===== config.mk =====
export PLATFORM = sky130hd
export DESIGN_NAME = life_like_automaton_generation
export DESIGN_NICKNAME = d
export VERILOG_FILES = /design/src/lla_pkg.sv /design/src/lla_evolve.sv /design/src/life_like_automaton_generation.sv
export SDC_FILE = /design/constraint.sdc
export NUM_CORES = 1
export LEC_CHECK = 0
export BUFFER_PORTS_ARGS = -buffer_cell sky130_fd_sc_hd__buf_2
export CAP_MARGIN = 20
export CELL_PAD_IN_SITES_DETAIL_PLACEMENT = 1
export CELL_PAD_IN_SITES_GLOBAL_PLACEMENT = 2
export CORE_MARGIN = 2
export CORE_UTILIZATION = 35
export DETAILED_ROUTE_END_ITERATION = 10
export GPL_TIMING_DRIVEN = 0
export PLACE_DENSITY_LB_ADDON = 0.1
export SLEW_MARGIN = 20
export SYNTH_ARGS = -nofsm -noshare
export SYNTH_HDL_FRONTEND = slang
export SYNTH_SLANG_ARGS = --single-unit

===== constraint.sdc =====
create_clock -name clk -period 12.63 [get_ports clk]
set_input_delay 1.8945 -clock clk [delete_from_list [all_inputs] [get_ports clk]]
set_output_delay 1.8945 -clock clk [all_outputs]
set_load 0.01 [all_outputs]

===== src/lla_pkg.sv =====
`timescale 1ns / 1ps
`default_nettype none
// ----------------------------------------------------------------------------
// lla_pkg
// Shared types and constants for the life-like automaton generation block.
// ----------------------------------------------------------------------------
package lla_pkg;

  localparam int ROW_BITS       = 64;
  localparam int RULE_BITS      = 9;
  localparam int CFG_INDEX_BITS = 1;

  typedef logic [ROW_BITS-1:0]       row_t;
  typedef logic [RULE_BITS-1:0]      rule_t;
  typedef logic [CFG_INDEX_BITS-1:0] cfg_index_t;

  localparam cfg_index_t REG_BIRTH_MASK   = 1'd0;
  localparam cfg_index_t REG_SURVIVE_MASK = 1'd1;

  localparam rule_t BIRTH_MASK_RESET   = 9'd8;
  localparam rule_t SURVIVE_MASK_RESET = 9'd12;

endpackage

`default_nettype wire


===== src/lla_evolve.sv =====
`timescale 1ns / 1ps
`default_nettype none
// ----------------------------------------------------------------------------
// lla_evolve
// Next generation of one row from the rows above and below, all cells in
// parallel; cells outside the grid count as dead.
// ----------------------------------------------------------------------------
module lla_evolve #(
  parameter int GRID_WIDTH = 64
) (
  input  wire logic [GRID_WIDTH-1:0] above,
  input  wire logic [GRID_WIDTH-1:0] mid,
  input  wire logic [GRID_WIDTH-1:0] below,
  input  wire lla_pkg::rule_t        birth_mask,
  input  wire lla_pkg::rule_t        survive_mask,
  output logic [GRID_WIDTH-1:0]      next_row
);

  logic [GRID_WIDTH+1:0] pad_above;
  logic [GRID_WIDTH+1:0] pad_mid;
  logic [GRID_WIDTH+1:0] pad_below;

  assign pad_above = {1'b0, above, 1'b0};
  assign pad_mid   = {1'b0, mid, 1'b0};
  assign pad_below = {1'b0, below, 1'b0};

  for (genvar k = 0; k < GRID_WIDTH; k++) begin : g_cell
    logic [3:0]     count;
    lla_pkg::rule_t rule;

    assign count = {3'b000, pad_above[k]} + {3'b000, pad_above[k+1]}
                 + {3'b000, pad_above[k+2]} + {3'b000, pad_mid[k]}
                 + {3'b000, pad_mid[k+2]} + {3'b000, pad_below[k]}
                 + {3'b000, pad_below[k+1]} + {3'b000, pad_below[k+2]};
    assign rule = mid[k] ? survive_mask : birth_mask;
    assign next_row[k] = rule[count];
  end

endmodule

`default_nettype wire


===== src/life_like_automaton_generation.sv =====
`timescale 1ns / 1ps
`default_nettype none
// ----------------------------------------------------------------------------
// life_like_automaton_generation
// One generation of a life-like cellular automaton, streamed one row per
// transaction.
//
// Input channel (in_valid/in_ready) carries a grid row, top row first, with
// is_last_row on the final row of the frame. Output channel
// (out_valid/out_ready) returns next-generation rows, last_of_frame on the
// final one. Each row is emitted one row behind its input; the first row of
// a frame gives no result, the last row gives two (a one-row frame gives one).
// out_valid rises once the row that completes the neighborhood has passed the
// input register and the result register; a flush step then gives the second
// result of a last row. Throughput: one row per cycle while the receiver does
// not stall, set by the single evolve unit; a last row adds a flush step.
// birth_mask and survive_mask are written through cfg_we/cfg_index/cfg_data,
// by the user only while the block is idle; the block does not enforce this.
// Reset clears the row buffers and returns the masks to 8 and 12.
// When the receiver stalls the result register holds; one more row is taken
// into the input register, then in_ready drops.
// ----------------------------------------------------------------------------
module life_like_automaton_generation #(
  parameter int GRID_WIDTH = 64
) (
  input  wire logic                  clk,
  input  wire logic                  rst,
  input  wire logic                  in_valid,
  output logic                       in_ready,
  input  wire lla_pkg::row_t         row_cells,
  input  wire logic                  is_last_row,
  output logic                       out_valid,
  input  wire logic                  out_ready,
  output lla_pkg::row_t              next_row_cells,
  output logic                       last_of_frame,
  input  wire logic                  cfg_we,
  input  wire lla_pkg::cfg_index_t   cfg_index,
  input  wire lla_pkg::rule_t        cfg_data
);

  lla_pkg::rule_t        birth_mask;
  lla_pkg::rule_t        survive_mask;

  logic                  s1_valid;
  logic [GRID_WIDTH-1:0] s1_row;
  logic                  s1_last;

  logic [GRID_WIDTH-1:0] upper_row;
  logic [GRID_WIDTH-1:0] middle_row;
  logic [1:0]            rows_held;
  logic                  flush_pending;

  logic                  empty_frame;
  logic                  need_out;
  logic                  out_free;
  logic                  step;
  logic                  consume;
  logic                  frame_done;
  logic                  result_last;

  logic [GRID_WIDTH-1:0] evo_above;
  logic [GRID_WIDTH-1:0] evo_mid;
  logic [GRID_WIDTH-1:0] evo_below;
  logic [GRID_WIDTH-1:0] evo_row;

  assign empty_frame = (rows_held == 2'd0);
  assign need_out    = flush_pending || !empty_frame || s1_last;
  assign out_free    = !out_valid || out_ready;
  assign step        = s1_valid && (!need_out || out_free);
  assign consume     = step && !(!empty_frame && !flush_pending && s1_last);
  assign in_ready    = !s1_valid || consume;
  assign frame_done  = flush_pending || (empty_frame && s1_last);
  assign result_last = frame_done;

  always_comb begin
    if (flush_pending) begin
      evo_above = upper_row;
      evo_mid   = middle_row;
      evo_below = '0;
    end else if (empty_frame) begin
      evo_above = '0;
      evo_mid   = s1_row;
      evo_below = '0;
    end else begin
      evo_above = upper_row;
      evo_mid   = middle_row;
      evo_below = s1_row;
    end
  end

  lla_evolve #(
    .GRID_WIDTH(GRID_WIDTH)
  ) u_evolve (
    .above       (evo_above),
    .mid         (evo_mid),
    .below       (evo_below),
    .birth_mask  (birth_mask),
    .survive_mask(survive_mask),
    .next_row    (evo_row)
  );

  // rule registers
  always_ff @(posedge clk) begin
    if (rst) begin
      birth_mask   <= lla_pkg::BIRTH_MASK_RESET;
      survive_mask <= lla_pkg::SURVIVE_MASK_RESET;
    end else if (cfg_we) begin
      case (cfg_index)
        lla_pkg::REG_BIRTH_MASK:   birth_mask   <= cfg_data;
        lla_pkg::REG_SURVIVE_MASK: survive_mask <= cfg_data;
        default: ;
      endcase
    end
  end

  // input register
  always_ff @(posedge clk) begin
    if (rst) begin
      s1_valid <= 1'b0;
    end else if (in_valid && in_ready) begin
      s1_valid <= 1'b1;
    end else if (consume) begin
      s1_valid <= 1'b0;
    end
  end

  always_ff @(posedge clk) begin
    if (in_valid && in_ready) begin
      s1_row  <= row_cells[GRID_WIDTH-1:0];
      s1_last <= is_last_row;
    end
  end

  // row buffers
  always_ff @(posedge clk) begin
    if (rst) begin
      upper_row     <= '0;
      middle_row    <= '0;
      rows_held     <= 2'd0;
      flush_pending <= 1'b0;
    end else if (step) begin
      if (frame_done) begin
        upper_row     <= '0;
        middle_row    <= '0;
        rows_held     <= 2'd0;
        flush_pending <= 1'b0;
      end else if (empty_frame) begin
        upper_row  <= '0;
        middle_row <= s1_row;
        rows_held  <= 2'd1;
      end else begin
        upper_row     <= middle_row;
        middle_row    <= s1_row;
        rows_held     <= 2'd2;
        flush_pending <= s1_last;
      end
    end
  end

  // result register
  always_ff @(posedge clk) begin
    if (rst) begin
      out_valid <= 1'b0;
    end else if (step && need_out) begin
      out_valid <= 1'b1;
    end else if (out_ready) begin
      out_valid <= 1'b0;
    end
  end

  always_ff @(posedge clk) begin
    if (step && need_out) begin
      next_row_cells <= lla_pkg::row_t'(evo_row);
      last_of_frame  <= result_last;
    end
  end

endmodule

`default_nettype wire


==> impl_results.md <==
* Rows at 113
* Synth top area share at 0.151
* Vias at 30.0k
* Via/cell ratio at 5.82
* Routed Wire Length at 153 mm
* Period utilisation layout at 0.522
* Post-synth EDFFs at 130
* Fillcell total at 11.0k
* Reg2Reg Depth at 16
* Cell taking the most area after synthesis: fa_1
* Clk_skew at 0.0367 ns
* Fin util at 0.394
* Register share of total power at 0.239
* Max clock buf depth at 3
* Gr busiest metal: met2
* M1 GR Usage at 0.420
* Placed insts at 5071
* Final net count at 4374
* Largest net degree at the start of global routing at 35
* Crit-path max FO at 10
* GR Layer Usage met3 at 0.0560
* Final setup viols at 0
* Total gr overflow at 0
* Setup ws final at 6.04 ns
* Element type at the critical path end: flop
* ANT nets after route at 0
* Post-Place Setup Slack at 6.16 ns
* Pwr dens at 123 mW/mm^2
* Unrepaired setup endpoints after global routing: false
* CTS root buffer: clkbuf_16
* Die ar. at 0.0980 sq mm
* Gate power share at 0.492
* Max Cap Viol at 0
* Drt initial violations at 2448
* Crit path time final at 6.59 ns
* Initial antenna violation count at 10
* Post-cts repair resize count at 0
* Syn nets at 4175
* WL per Instance at 29.7 um
* FMAX at 152 MHz
* P_int at 0.00265 W
* Max_slew headroom at 0.123
* Setup Fix Bufs, Post-CTS at 0
* Top cells by area, synth: fa_1 15%, edfxtp_1 12%, mux2i_1 11%
* Synth Area per Inst at 9.15 sq um
* Post-CTS Hold Fix Bufs at 0
* Width of the die at 313 um
* Worst path required time at 12.92 ns
* Total negative slack at 0 ns
* CTS clock-pin slew for the worst setup and hold paths at 0.07 ns
* CP Launch Type: flop
* CTS tree: built
* Fraction of final layout cells sized beyond drive strength 1 at 0.119
* Synth unique cells at 68
* Outcome: finished, final reports clean
* Ys async rst share at 0
* Post-Syn Area at 0.0334 sq mm
* Final hold vios at 0
* Flops & latches, synth at 281
* Sw Share at 0.424
* Worst hold slack at 0.456 ns
* Hold WC Path Type: reg -> reg
* Met2 Track Usage GR at 0.490
* IO buf count at 145
* Net Sw Power at 0.00195 W
* DRC violations left at 0
* DP HPWL at 111 mm
* DRT Pass-1 Iters at 5
* Die Span Y at 313 um
* Initial core utilization at 0.352
* Arrival @ worst endpoint at 6.88 ns
* Seq/Total Area, Yosys at 0.207
* Final Non-Filler Cells at 5159
* Slew Viols, Final at 0
* Synth Warn # at 0
* GPL Wtd Cong at 0.921
* First-pass GRT wire length at 220 mm
* TritonCTS buffer count at 41
* Synthesis-to-layout area growth at 11.8%
* H-tree level count at 2
* Lkg Pwr at 16.3 nW
* Main synth FF type: dfxtp_1
* Clock power frac at 0.269
* VDD IR max at 0.103 mV
* Hold path depth at 2
* Slew at the pin closest to its max-slew limit at 1.32 ns
* Gr usage total at 0.310
* Clk sinks at 281
* Ports at 147
* Instance count of the mapped netlist at 3652
* Vias in the first global route at 30.8k
* Core area at 0.0949 sq mm
* CP Class: reg -> reg
* Worst skew pair latency at 0.64 ns
[cell type report]
class	instances	area (sq um)	area share
timing repair buffer	156	907	0.0243
clock inverter	18	223	0.00596
clock buffer	57	1140	0.0304
tap	1265	1580	0.0424
sequential	281	6930	0.185
inverter	396	1490	0.0398
multi-input combinational	2743	24000	0.643
buffer	232	1060	0.0284
antenna	11	27.5	0.000737
[Yosys cell counts, types with 17 or more instances]
library cell    n
or2_2          31
a211oi_1       38
and3_1         31
o2111ai_1      32
a31oi_1        59
nand2b_1       25
nor4b_1        24
mux2i_4        41
or3_1          17
nand3b_1       32
ha_1          191
o211ai_1       54
mux2i_1       361
dfxtp_1       151
mux4_1         23
o21ai_1        17
clkbuf_1      189
nand3_1       225
fa_1          252
nand2_1       375
edfxtp_1      130
a2bb2oi_1      24
nor2_1        105
o22ai_1        34
mux2_2         44
inv_1         395
o221ai_1       25
and2_1        118
mux4_2         36
a21oi_1       245
o21ai_0        98
nor2b_1        31
[critical path, stage by stage (launching register included)]
cell	delay, ns
dfxtp_1	0.47
or3_1	0.15
clkbuf_1	0.28
clkbuf_1	0.60
clkbuf_1	0.92
and2_1	0.28
inv_1	0.07
fa_1	0.50
inv_1	0.05
fa_1	0.51
fa_1	0.47
fa_1	0.50
clkbuf_1	0.35
mux4_2	0.56
nand2b_1	0.15
o211ai_1	0.09
o211ai_1	0.28
[flip-flops by register name, indices dropped and copies added (netlist names)]
signal,count
survive_mask,9
middle_row,64
birth_mask,9
s1_valid,1
last_of_frame,1
next_row_cells,64
upper_row,64
s1_last,1
rows_held,2
flush_pending,1
out_valid,1
s1_row,64
[stage by stage]
step,area [sq um],total power [W]
3_5_place_dp,35900,0.00335
2_1_floorplan,33400,0.00263
3_3_place_gp,35700,0.00334
5_1_grt,37300,0.00484
4_1_cts,37300,0.00460
6_report,37400,0.00460
[final timing paths]
path	from	end	slack, ns
setup reg to reg	flush_pending$_SDFFE_PP0P_	next_row_cells[1]$_DFFE_PP_	6.04
setup / recovery	flush_pending$_SDFFE_PP0P_	next_row_cells[1]$_DFFE_PP_	6.04
hold / removal	upper_row[62]$_SDFFE_PP0P_	upper_row[62]$_SDFFE_PP0P_	0.46
hold reg to reg	upper_row[62]$_SDFFE_PP0P_	upper_row[62]$_SDFFE_PP0P_	0.46
[routing by layer]
layer,vias to the layer above,wire length (um)
met4,0,6750
met5,-,0
met1,15300,66900
met3,273,10700
met2,1074,69000
li1,13400,-
[power groups by stage]
| stage | logic (W) | clock network [W] | registers (W) |
|---|---|---|---|
| floorplan | 0.00150 | 0 | 0.00112 |
| global placement | 0.00222 | 0 | 0.00112 |
| detailed placement | 0.00223 | 0 | 0.00112 |
| CTS | 0.00224 | 0.00126 | 0.00110 |
| global route | 0.00244 | 0.00129 | 0.00111 |
| finish | 0.00227 | 0.00124 | 0.00110 |
[kinds of logic (layout without fill, tap and decap cells)]
kind of cell	after synthesis	in the layout	share of synthesized area
AO/OA/AOI/OAI	687	687	0.130
XOR/XNOR	22	22	0.00576
adder cells (fa/ha/maj)	443	443	0.222
buffers and inverters	628	859	0.0750
flip-flops	281	281	0.207
multiplexers	521	521	0.199
other	0	11	0
AND/OR/NAND/NOR	1070	1070	0.160
[cell usage in the layout (no fill, tap or decap), types with 41 or more instances in the layout]
cell / instances
inv_1: 395
nand2_1: 375
mux2i_1: 361
fa_1: 252
a21oi_1: 245
nand3_1: 225
ha_1: 191
clkbuf_1: 169
buf_2: 161
dfxtp_1: 151
edfxtp_1: 130
and2_1: 117
nor2_1: 104
o21ai_0: 98
a31oi_1: 59
o211ai_1: 54
mux2_2: 44
clkbuf_16: 42
mux2i_4: 41
Note: power is estimated with default switching activity, not from simulation.
